File: src/design/pcd_pkg.sv
package pcd_pkg;

	localparam int BYTE_BITS = 8;
	localparam int LEN_W     = 4;
	localparam int CNT_W     = 5;
	localparam int BUF_W     = 16;
	localparam int TOTAL_W   = 9;
	localparam int NSYM_W    = 4;
	localparam int MAX_RES   = 8;

	typedef enum logic [1:0] {
		DEC_NONE  = 2'b00,
		DEC_MATCH = 2'b01,
		DEC_WAIT  = 2'b10
	} dec_kind_t;

	typedef struct packed {
		logic [BYTE_BITS-1:0] sym;
		logic [LEN_W-1:0]     len;
		logic [BYTE_BITS-1:0] code;
	} entry_t;

	typedef struct packed {
		logic                 valid;
		dec_kind_t            kind;
		logic [BYTE_BITS-1:0] sym;
		logic [LEN_W-1:0]     len;
	} token_t;

	typedef struct packed {
		logic [BUF_W-1:0] bits;
		logic [CNT_W-1:0] avail;
		logic             at_end;
	} query_t;

	// Mask of the k low bits of a byte, k from 0 to 8.
	function automatic logic [BYTE_BITS-1:0] low_mask8(input logic [LEN_W-1:0] k);
		logic [BYTE_BITS:0] m;
		m = (9'd1 << k) - 9'd1;
		return m[BYTE_BITS-1:0];
	endfunction

endpackage

File: src/design/pcd_cell.sv
module pcd_cell import pcd_pkg::*; (
	input  logic   clk,
	input  logic   arst_n,
	input  logic   clear,
	input  logic   push,
	input  entry_t entry_in,
	input  logic   valid_in,
	input  query_t query,
	input  token_t tok_in,
	output entry_t entry_out,
	output logic   valid_out,
	output token_t tok_out
);

	entry_t entry_q;
	logic   ent_valid_q;
	token_t tok_q;

	logic [CNT_W-1:0]     sh;
	logic [BUF_W-1:0]     shifted;
	logic [BYTE_BITS-1:0] lhs;
	logic [BYTE_BITS-1:0] rhs;
	logic                 live;
	logic                 hit_match;
	logic                 hit_wait;
	token_t               tok_next;

	// A cell either decodes the buffer head with its code, or tells the search to wait
	// because its longer code still agrees with every bit buffered so far.
	always_comb begin
		live      = ent_valid_q && (entry_q.len != '0);
		sh        = query.avail - {1'b0, entry_q.len};
		shifted   = query.bits >> sh;
		lhs       = shifted[BYTE_BITS-1:0] & low_mask8(entry_q.len);
		rhs       = entry_q.code >> (LEN_W'(BYTE_BITS) - entry_q.len);
		hit_match = live && ({1'b0, entry_q.len} <= query.avail) && (lhs == rhs);
		hit_wait  = live && ({1'b0, entry_q.len} > query.avail) && !query.at_end
			&& (query.bits == {8'd0, entry_q.code >> (LEN_W'(BYTE_BITS) - query.avail[LEN_W-1:0])});
		tok_next = tok_in;
		if (tok_in.valid && tok_in.kind == DEC_NONE) begin
			if (hit_match) begin
				tok_next.kind = DEC_MATCH;
				tok_next.sym  = entry_q.sym;
				tok_next.len  = entry_q.len;
			end else if (hit_wait) begin
				tok_next.kind = DEC_WAIT;
			end
		end
	end

	always_ff @(posedge clk or negedge arst_n) begin
		if (!arst_n) begin
			ent_valid_q <= 1'b0;
			tok_q       <= '0;
		end else begin
			tok_q <= tok_next;
			if (clear) begin
				ent_valid_q <= 1'b0;
			end else if (push) begin
				ent_valid_q <= valid_in;
			end
		end
	end

	always_ff @(posedge clk) begin
		if (push) begin
			entry_q <= entry_in;
		end
	end

	assign entry_out = entry_q;
	assign valid_out = ent_valid_q;
	assign tok_out   = tok_q;

endmodule

File: config.mk
export PLATFORM = sky130hd
export DESIGN_NAME = pcd_cell
export DESIGN_NICKNAME = d
export VERILOG_FILES = /design/src/design/pcd_pkg.sv /design/src/design/pcd_cell.sv
export SDC_FILE = /design/constraint.sdc
export NUM_CORES = 1
export LEC_CHECK = 0
export BUFFER_PORTS_ARGS = -buffer_cell sky130_fd_sc_hd__buf_2
export CORE_MARGIN = 8
export CORE_UTILIZATION = 54
export CTS_BUF_LIST = sky130_fd_sc_hd__clkbuf_8
export CTS_CLUSTER_SIZE = 25
export DETAILED_ROUTE_END_ITERATION = 7
export HOLD_SLACK_MARGIN = 0.15
export PLACE_DENSITY = 0.83
export SYNTH_ARGS = -nofsm -noshare
export SYNTH_HDL_FRONTEND = slang
export SYNTH_SLANG_ARGS = --single-unit
File: constraint.sdc
create_clock -name clk -period 4.85 [get_ports clk]
set_input_delay 0.2425 -clock clk [delete_from_list [all_inputs] [get_ports clk]]
set_output_delay 0.2425 -clock clk [all_outputs]
set_load 0.005 [all_outputs]
[Yosys cells after proc, flatten, opt, wreduce, memory -nomap -nowiden]
Cells that the tools add are included.
Word-level totals
  register bits: 36
  input bits: 62
  word-level logic and storage cells: 38
Operators by class
  add/sub/neg operators: 4
  magnitude comparators: 2
  eq/ne operators: 2
  shifts and indexed selects: 4
  muxes and demuxes: 6
  bitwise operators: 1
  reduce and logical (&&, ||, !) cells: 11
Operators with widths (number)
  16-bit by 8-bit == test with 1-bit output: 1
  16-bit by 5-bit >> shifter with 8-bit output: 1
  8-bit by 4-bit >> shifter with 8-bit output: 2
  14-bit two-way mux: 1
  12-bit two-way mux: 1
  8-bit bitwise AND: 1
  8-bit == test: 1
  1-bit by 4-bit << shifter with 8-bit output (first input constant): 1
  4-bit subtractor (first input constant): 2
  8-bit by 1-bit subtractor with 8-bit output (second input constant): 1
  1-bit logical AND: 7
  4-bit by 5-bit greater-than comparator with 1-bit output: 1
  4-bit by 5-bit <= comparator with 1-bit output: 1
  5-bit by 4-bit subtractor with 5-bit output: 1
  2-bit two-way mux: 2
  4-bit nonzero test: 1
  2-bit logical NOT: 1
  1-bit two-way mux: 2
  2-bit nonzero test: 1
  1-bit logical NOT: 1

[Longest topological paths before layout]
Gate-level depths: netlist of run 1.
  depth in word-level cells: 8
  depth in mapped cells: 15

[Worst setup path before layout of run 1]
No wires, ideal clock.
  path kind: input-to-reg
  from: in query[1] (netlist bit)
  to: reg tok_q (netlist bit tok_out[10])
  data arrival time: 4.007 ns
  required time: 4.725 ns
  setup slack: 0.718 ns
  cell stages on the path: 14
  cells stage by stage: clkbuf_1 -> inv_1 -> ha_1 -> inv_1 -> fa_1 -> xnor2_2 -> mux4_2 -> a21boi_1 -> a2111o_1 -> xnor2_1 -> a2111oi_2 -> nand3_2 -> buf_6 -> mux2_4
RTL lines
  from (decl): RTL line pcd_cell.sv:8  | input query_t query,
  to (signal assigned): RTL line pcd_cell.sv:56  | tok_q <= tok_next;
  to (decl): RTL line pcd_cell.sv:17  | token_t tok_q;

==> results of run 1 <==
==> cell families (layout without fill, tap and decap cells) <==
| family | count (synthesis) | in the layout | share of synthesized area |
|---|---|---|---|
| flops | 36 | 36 | 0.3103 |
| buf+inv | 27 | 145 | 0.03724 |
| fa+ha+maj | 13 | 13 | 0.05275 |
| simple gates | 80 | 80 | 0.1342 |
| compound gates | 55 | 55 | 0.1288 |
| xor+xnor | 20 | 20 | 0.05896 |
| mux | 74 | 74 | 0.2777 |
==> area by class of cell <==
type                    instances  area [sq um]
multi-input cells             242          2105
fillers                       426          1773
flip-flops and latches         36          1001
repair buffers                123         738.2
well taps                      75         93.84
clock buffers                   5         68.82
inverters                      14         52.55
clock inverters                 3         18.77
==> routing by layer <==
layer,vias to the layer above,track usage
met2,128,0.3872
met1,1371,0.2633
met4,0,0.09799
met3,30,0.06651
li1,1400,-
met5,-,0
==> Yosys cell counts (3+ instances only) <==
library cell,count,area (sq um)
nand2_1,16,60.06
dfrtp_1,16,400.4
nor3_1,14,70.07
mux2i_1,42,420.4
o21ai_0,10,50.05
nor3b_1,3,22.52
a31oi_1,4,25.02
o32ai_1,4,35.03
edfxtp_1,20,600.6
a211oi_1,4,30.03
ha_1,12,150.1
nor2_1,14,52.55
mux2_4,9,135.1
clkbuf_1,7,26.28
nand2b_1,5,31.28
a21oi_1,10,50.05
xnor2_1,8,70.07
inv_1,14,52.55
mux4_2,7,157.7
o31ai_1,3,22.52
xor2_1,10,87.58
mux2_2,13,146.4
o2111ai_1,3,26.28
buf_2,3,15.01
nand3_1,5,25.02
nor2b_1,4,25.02
nor4_1,6,37.54
==> worst max-delay path, stage by stage (launching register included) <==
cell and delay [ns]:
edfxtp_1 0.48, inv_1 0.17, fa_1 0.82, buf_4 0.29
mux2_2 0.39, mux4_2 0.47, nor3_1 0.22, a2111oi_2 0.11
a2111oi_2 0.49, nand3_2 0.48, mux2_4 0.45
==> power by group through the flow <==
| stage | Clock (mW) | Sequential [mW] | Combinational, mW |
|---|---|---|---|
| 4_1_cts | 0.207 | 0.365 | 0.493 |
| 3_5_place_dp | 0 | 0.371 | 0.475 |
| 5_1_grt | 0.226 | 0.369 | 0.541 |
| 3_3_place_gp | 0 | 0.369 | 0.468 |
| 2_1_floorplan | 0 | 0.368 | 0.351 |
| 6_report | 0.209 | 0.366 | 0.501 |
==> per-stage QoR <==
| step | setup slack [ns] | std cells |
|---|---|---|
| floorplan | 0.7182 | 305 |
| finish | 0.3532 | 498 |
| CTS | 0.4011 | 498 |
| global placement | 0.3847 | 467 |
| global route | 0.1065 | 498 |
| detailed placement | 0.2529 | 467 |
==> flip-flops by register name, summed over array words and instances, names as in the netlist <==
| signal | flops |
|---|---|
| tok_out | 15 |
| entry_out | 20 |
| valid_out | 1 |
==> worst max-delay path by stage <==
stage | cells after the start | slack, ns | end | startpoint
6_report | 10 | 0.35 | tok_out[4] | entry_out[9]
3_5_place_dp | 13 | 0.25 | tok_out[6] | query[1]
3_3_place_gp | 13 | 0.38 | tok_out[10] | query[1]
5_1_grt | 11 | 0.11 | tok_out[4] | entry_out[9]
2_1_floorplan | 14 | 0.72 | tok_out[10] | query[1]
4_1_cts | 10 | 0.40 | tok_out[8] | entry_out[9]
==> flow_summary_export.csv, run 1 <==
group,metric,value,unit
status,status,"complete, no violations",
sta,setup_viol,0,
sta,finClkSkew,0.004502,ns
synthesis,synth_ff_type,"edfxtp_1",
grt,gr-total-overflow,0,
floorplanning,die_area,0.008702,sq mm
synthesis,synth_nets,380,
synthesis,avgSynthCellArea,10.58,sq um
worst_setup_path,worstSetupStartpointType,"flop",
power_and_ir_drop,p_leak,1.820,nW
sta,relSlewSlack,0.5957,
sta,finalCritPeriodShare,0.9272,
worst_setup_path,reg2reg_to,"tok_out[4]",
worst_setup_path,setup.worst_path.end_class,"flop",
sta,holdWs,0.1870,ns
detailed_routing,wl_per_cell,19.80,um
worst_setup_path,reg2regPathDepth,10,
synthesis,async_flop_share,0.4444,
sta,fmax,0.2224,GHz
detailed_routing,drt-initial-drc-count,145,
synthesis,ys_seq_elements,36,
clocking,post_cts_buffers,0,
detailed_routing,drtAntennaViolNets,0,
finish,final_net_count,497,
finish,layout_common_cells,"buf_2 (97), mux2i_1 (42), dlygate4sd3_1 (23)",
clocking,clock_path_buffers,2,
grt,grt_max_degree,22,
floorplanning,die_height,93.29,um
detailed_routing,top_layer,"met4",
detailed_routing,drc_errors,0,
power_and_ir_drop,p_switching,393.6,uW
finish,layout_commonest_cell,"buf_2",
worst_setup_path,r2r_slack,0.35,ns
sta,slew_violations,0,
detailed_routing,vias,2929,
clocking,cts_tree,"built",
clocking,clk_latency,0.28,ns
floorplanning,fp.dieW,93.29,um
detailed_routing,wl_met1,3859,um
grt,antenna_found_initial,0,
place,dp_hpwl,7201,um
detailed_routing,wl_met2,4758,um
place,port_buffers,97,
finish,area_delta_synth_final,26.42,%
power_and_ir_drop,total_power,1.075,mW
sta,hold_viol_final,0,
place,gp_congestion,0.9660,
hold_path,min_path_cells,2,
clocking,clkTransAtPathRegs,0.07,ns
detailed_routing,drt-pass1-iter-count,4,
synthesis,syn_inst,305,
hold_path,hold_start,"tok_in[11]",
clocking,holdBufCountCts,23,
synthesis,syn_area,0.003226,sq mm
floorplanning,initial_utilization,0.5513,
power_and_ir_drop,p_comb_frac,0.466,
sta,fin_crit,4.497,ns
floorplanning,io_pins,98,
grt,grt_pass1_wl,15850,um
power_and_ir_drop,pwr-share-clk,0.194,
worst_setup_path,crit_fanout,13,
finish,antenna_cells,0,
worst_setup_path,cp_data_required_time,5.02,ns
detailed_routing,met3_length,930,um
synthesis,synth_edf_count,20,
worst_setup_path,arrival,4.66,ns
synthesis,synth.yosys.seq_area_share,0.3103,
floorplanning,core_region_area,0.005851,sq mm
finish,drive_above_1_share,0.3522,
power_and_ir_drop,switching_share,0.3660,
clocking,h-tree-depth,2,
sta,rsz0062_at_grt,"false",
finish,final_util,0.6970,
synthesis,ys_warn_count,0,
worst_setup_path,worst-setup-path-type,"flop to flop",
detailed_routing,routed_wl,9861,um
synthesis,synth_cell_types,57,
job,cap_viol_max_count,0,
floorplanning,num_rows,28,
detailed_routing,vias_per_cell,5.882,
hold_path,hp-class,"input pin to flop",
sta,tns,0,ns
grt,grt_pass1_vias,3061,
worst_setup_path,reg2reg_from,"entry_out[9]",
clocking,cts_sinks,36,
clocking,cts_made_buffers,5,
sta,worst_pin_slew,0.6045,ns
power_and_ir_drop,powerDensity,263.7,mW/mm^2
finish,final_area,0.004078,sq mm
hold_path,holdPathEnd,"tok_out[11]",
place,place_area,0.003760,sq mm
grt,grt.total_usage,0.2291,
power_and_ir_drop,ir_worst_vdd,0.2893,mV
power_and_ir_drop,power_frac_seq,0.340,
clocking,cts_root_buffer,"clkbuf_8",
power_and_ir_drop,intPower,681.8,uW
clocking,cts_resized,0,
No activity file was read; power rests on OpenSTA's default activity.
==> inputs of run 2 (changes only) <==
--- a/config.mk
+++ b/config.mk
@@ -7,12 +7,12 @@
 export LEC_CHECK = 0
 export BUFFER_PORTS_ARGS = -buffer_cell sky130_fd_sc_hd__buf_2
 export CORE_MARGIN = 8
-export CORE_UTILIZATION = 54
+export CORE_UTILIZATION = 58
 export CTS_BUF_LIST = sky130_fd_sc_hd__clkbuf_8
 export CTS_CLUSTER_SIZE = 25
 export DETAILED_ROUTE_END_ITERATION = 7
 export HOLD_SLACK_MARGIN = 0.15
-export PLACE_DENSITY = 0.83
+export PLACE_DENSITY = 0.89
 export SYNTH_ARGS = -nofsm -noshare
 export SYNTH_HDL_FRONTEND = slang
 export SYNTH_SLANG_ARGS = --single-unit
==> constraint.sdc (replaced) <==
create_clock -name clk -period 5.4 [get_ports clk]
set_input_delay 0.27 -clock clk [delete_from_list [all_inputs] [get_ports clk]]
set_output_delay 0.27 -clock clk [all_outputs]
set_load 0.005 [all_outputs]
==> flow_summary_export.csv, run 2 (synthesis gave the netlist of run 1 again) <==
group,metric,value,unit
floorplanning,io_pins,98,
worst_setup_path,crit_fanout,13,
finish,area_delta_synth_final,21.72,%
sta,finClkSkew,0.006203,ns
finish,regArea,0.001001,sq mm
power_and_ir_drop,ir_worst_vdd,0.2434,mV
grt,grt_pass1_wl,14860,um
detailed_routing,routed_wl,9845,um
place,port_buffers,97,
clocking,clkTransAtPathRegs,0.07,ns
worst_setup_path,cp_data_required_time,5.57,ns
worst_setup_path,endpoint,"tok_out[5]",
grt,grt.total_usage,0.2202,
place,gp_congestion,0.9125,
grt,grt_pass1_vias,2982,
clocking,cts_resized,0,
finish,antenna_cells,0,
status,status,"complete, no violations",
finish,final_net_count,480,
place,place_area,0.003749,sq mm
hold_path,hp-class,"input pin to flop",
power_and_ir_drop,power_frac_seq,0.328,
sta,relSlewSlack,0.5016,
sta,setup_viol,0,
grt,grt_max_degree,22,
detailed_routing,vias,3007,
worst_setup_path,reg2reg_to,"tok_out[5]",
detailed_routing,drt-pass1-iter-count,4,
finish,fill_cells,398,
clocking,cts_tree,"built",
clocking,cts_root_buffer,"clkbuf_8",
clocking,cts_made_buffers,5,
worst_setup_path,reg2regPathDepth,10,
worst_setup_path,worst-setup-path-type,"flop to flop",
place,dp_hpwl,7319,um
floorplanning,initial_utilization,0.5931,
power_and_ir_drop,intPower,648.2,uW
sta,rsz0062_at_grt,"false",
floorplanning,die_area,0.008204,sq mm
grt,gr-total-overflow,0,
worst_setup_path,cp-startpoint,"entry_out[9]",
power_and_ir_drop,powerDensity,255.4,mW/mm^2
worst_setup_path,setup.worst_path.end_class,"flop",
finish,layout_commonest_cell,"buf_2",
grt,antenna_found_initial,0,
power_and_ir_drop,p_switching,354.6,uW
clocking,clock_path_buffers,2,
floorplanning,die_height,90.58,um
detailed_routing,drc_errors,0,
detailed_routing,wl_per_cell,20.60,um
power_and_ir_drop,switching_share,0.3536,
detailed_routing,vias_per_cell,6.291,
clocking,clk_latency,0.29,ns
finish,layout_common_cells,"buf_2 (97), mux2i_1 (42), edfxtp_1 (20)",
clocking,h-tree-depth,2,
place,pre_cts_slack,0.8283,ns
power_and_ir_drop,p_leak,1.760,nW
finish,multi_input_area,0.002105,sq mm
worst_setup_path,r2r_slack,0.95,ns
power_and_ir_drop,p_comb_frac,0.443,
detailed_routing,drt-initial-drc-count,183,
floorplanning,core_region_area,0.005439,sq mm
worst_setup_path,reg2reg_from,"entry_out[9]",
finish,drive_above_1_share,0.3621,
job,cap_viol_max_count,0,
floorplanning,num_rows,27,
worst_setup_path,arrival,4.62,ns
finish,final_area,0.003926,sq mm
worst_setup_path,worstSetupStartpointType,"flop",
sta,fin_crit,4.454,ns
floorplanning,fp.dieW,90.58,um
sta,fmax,0.2245,GHz
clocking,cts_sinks,36,
sta,hold_viol_final,0,
sta,layout_setup_ws,0.9463,ns
detailed_routing,drtAntennaViolNets,0,
sta,finalCritPeriodShare,0.8248,
sta,tns,0,ns
finish,largest_register_ffs,20,
power_and_ir_drop,pwr-share-clk,0.228,
sta,slew_violations,0,
sta,worst_pin_slew,0.7469,ns
==> run 2: power by group through the flow <==
stage	registers, mW	logic [mW]	clock network, mW
2_1_floorplan	0.330	0.315	0
3_3_place_gp	0.332	0.422	0
3_5_place_dp	0.333	0.428	0
4_1_cts	0.328	0.433	0.229
5_1_grt	0.331	0.477	0.241
6_report	0.329	0.445	0.229
==> run 2: worst min path at each step <==
stage,start,end,slack [ns],cells past startpoint
after floorplan,arst_n,tok_out[0],-0.03,0
after global placement,arst_n,valid_out,0.20,1
after detailed placement,arst_n,tok_out[1],0.20,1
after CTS,entry_in[7],entry_out[7],0.15,1
after global routing,entry_in[0],entry_out[0],0.15,1
final,entry_in[5],entry_out[5],0.15,1
==> run 2: through the flow <==
step,total power [mW],std cells,hold WS [ns],utilization
6_report,1.003,478,0.1539,0.7219
5_1_grt,1.049,478,0.1485,0.7219
4_1_cts,0.9899,475,0.1508,0.7164
3_5_place_dp,0.7609,463,0.1967,0.6892
3_3_place_gp,0.7536,463,0.1975,0.6892
2_1_floorplan,0.6452,305,-0.02559,-
==> run 2: layout make-up <==
cell class	instances	area share
clock buffer	5	0.01753
inverter	14	0.01338
tap	72	0.02294
timing repair buffer	106	0.1453
sequential	36	0.2549
clock inverter	3	0.009879
multi-input combinational	242	0.5360
==> run 2: repair_timing <==
| action | CTS | global route |
|---|---|---|
| hold buffers | 4 | 3 |
| hold endpoints to repair | 19 | 3 |
| setup buffers | 0 | 0 |
==> run 2: metal layers <==
layer / up-vias / global-route usage / part of all wire
met5: - / 0 / 0
met2: 177 / 0.3733 / 0.48
met1: 1436 / 0.2437 / 0.38
met3: 29 / 0.08313 / 0.11
met4: 0 / 0.08322 / 0.026
li1: 1365 / - / -
==> run 2: worst max-delay path, stage by stage (launching register included) <==
cell	delay [ns]
edfxtp_1	0.47
inv_1	0.17
fa_1	0.53
xnor2_2	0.52
mux4_2	0.59
a21boi_1	0.14
a2111o_1	0.42
xnor2_1	0.15
a2111oi_2	0.43
nand3_2	0.46
mux2_4	0.46
==> inputs of run 3 (changes only) <==
--- a/config.mk
+++ b/config.mk
@@ -7,12 +7,12 @@
 export LEC_CHECK = 0
 export BUFFER_PORTS_ARGS = -buffer_cell sky130_fd_sc_hd__buf_2
 export CORE_MARGIN = 8
-export CORE_UTILIZATION = 58
+export CORE_UTILIZATION = 54
 export CTS_BUF_LIST = sky130_fd_sc_hd__clkbuf_8
 export CTS_CLUSTER_SIZE = 25
 export DETAILED_ROUTE_END_ITERATION = 7
 export HOLD_SLACK_MARGIN = 0.15
-export PLACE_DENSITY = 0.89
+export PLACE_DENSITY = 0.83
 export SYNTH_ARGS = -nofsm -noshare
 export SYNTH_HDL_FRONTEND = slang
 export SYNTH_SLANG_ARGS = --single-unit
==> constraint.sdc (replaced) <==
create_clock -name clk -period 4.6 [get_ports clk]
set_input_delay 0.23 -clock clk [delete_from_list [all_inputs] [get_ports clk]]
set_output_delay 0.23 -clock clk [all_outputs]
set_load 0.005 [all_outputs]
==> flow_summary_export.csv, run 3 (synthesis gave the netlist of run 1 again) <==
group,metric,value,unit
grt,gr-total-overflow,0,
sta,finalCritPeriodShare,0.9478,
finish,fill_cells,440,
place,gp_congestion,0.9522,
worst_setup_path,crit_fanout,13,
sta,hold_viol_final,0,
grt,antenna_found_initial,0,
place,dp_hpwl,7250,um
sta,tns,0,ns
grt,grt_pass1_vias,3175,
detailed_routing,vias_per_cell,6.050,
floorplanning,fp.dieW,93.29,um
finish,largest_register_ffs,20,
worst_setup_path,r2r_slack,0.24,ns
floorplanning,io_pins,98,
finish,drive_above_1_share,0.3514,
power_and_ir_drop,p_leak,1.836,nW
clocking,cts_root_buffer,"clkbuf_8",
detailed_routing,drc_errors,0,
finish,final_util,0.7030,
finish,stdcell_count,499,
detailed_routing,routed_wl,10130,um
detailed_routing,wl_per_cell,20.29,um
worst_setup_path,reg2reg_from,"entry_out[9]",
worst_setup_path,cp-startpoint,"entry_out[9]",
place,pre_cts_slack,0.03464,ns
clocking,cts_sinks,36,
worst_setup_path,cp_data_required_time,4.77,ns
sta,worst_pin_slew,0.6059,ns
clocking,clock_path_buffers,2,
detailed_routing,vias,3019,
finish,regArea,0.001001,sq mm
finish,antenna_cells,0,
detailed_routing,drt-initial-drc-count,144,
worst_setup_path,setup.worst_path.end_class,"flop",
sta,relSlewSlack,0.5947,
grt,grt_max_degree,22,
clocking,h-tree-depth,2,
power_and_ir_drop,ir_worst_vdd,0.3084,mV
clocking,cts_made_buffers,5,
sta,layout_setup_ws,0.2401,ns
hold_path,hold_start,"tok_in[10]",
worst_setup_path,worst-setup-path-type,"flop to flop",
clocking,clkTransAtPathRegs,0.08,ns
power_and_ir_drop,powerDensity,291.0,mW/mm^2
detailed_routing,drtAntennaViolNets,0,
status,status,"complete, no violations",
hold_path,hp-class,"input pin to flop",
finish,final_area,0.004113,sq mm
place,place_area,0.003767,sq mm
clocking,cts_tree,"built",
power_and_ir_drop,total_power,1.197,mW
finish,final_net_count,498,
job,cap_viol_max_count,0,
sta,finClkSkew,0.009816,ns
sta,holdWs,0.1701,ns
floorplanning,num_rows,28,
sta,setup_viol,0,
finish,area_delta_synth_final,27.50,%
clocking,post_cts_buffers,0,
sta,rsz0062_at_grt,"false",
floorplanning,die_height,93.29,um
finish,layout_commonest_cell,"buf_2",
worst_setup_path,worstSetupStartpointType,"flop",
detailed_routing,drt-pass1-iter-count,4,
floorplanning,die_area,0.008702,sq mm
sta,slew_violations,0,
sta,fmax,0.2294,GHz
place,port_buffers,97,
finish,multi_input_area,0.002112,sq mm
floorplanning,core_region_area,0.005851,sq mm
clocking,clk_latency,0.29,ns
place,dpl.cell_count,468,
grt,grt_pass1_wl,16240,um
worst_setup_path,arrival,4.53,ns
floorplanning,initial_utilization,0.5513,
grt,grt.total_usage,0.2332,
finish,layout_common_cells,"buf_2 (97), mux2i_1 (42), dlygate4sd3_1 (23)",
sta,fin_crit,4.360,ns
run 3: cell types whose count changed in the layout (fill, tap and decap cells not counted), sizes merged:
| cell | change |
|---|---|
| dlygate4sd3 | +16 |
| buf | +2 |
run 3: what timing repair did:
item / 4_1_cts / 5_1_grt
endpoints found under the hold margin: 38 / 0
resized for setup: 0 / 1
endpoints found under the setup margin: 0 / 12
hold buffers: 23 / 0
run 3: area by class of cell:
type                       count  share of cell area
clock buffer                   5             0.01673
clock inverter                 3            0.009431
inverter                      14             0.01278
multi-input combinational    242              0.5135
sequential                    36              0.2434
tap                           75             0.02282
timing repair buffer         124              0.1813
run 3: path summary, 6_finish.rpt:
check                               to  depth (start not counted)
min in group asynchronous  tok_out[10]                          2
max                         tok_out[8]                         11
max in group asynchronous   tok_out[3]                          2
max reg2reg                 tok_out[8]                         11
min reg2reg                tok_out[10]                          1
min                        tok_out[10]                          2
run 3: where the power goes:
part           internal, mW  switching, mW  leakage, nW
combinational         0.251          0.287         1.39
clock                 0.159          0.114       0.0593
sequential            0.366         0.0210        0.384
total                 0.775          0.422         1.84
run 3: worst max-delay path: stages (launching register included):
cell	delay, ns
edfxtp_1	0.48
inv_1	0.19
fa_1	0.82
buf_4	0.29
mux2_2	0.39
mux4_2	0.46
nor3_1	0.20
a2111oi_2	0.11
a32o_1	0.26
nor4_2	0.32
nand3_4	0.32
mux2_4	0.39
run 3: per-layer routing:
layer,GRT usage,routed length (um),part of all wire
met5,0,0,0
met3,0.07212,1042,0.10
met4,0.07919,259,0.026
met1,0.2638,3913,0.39
met2,0.4048,4909,0.48
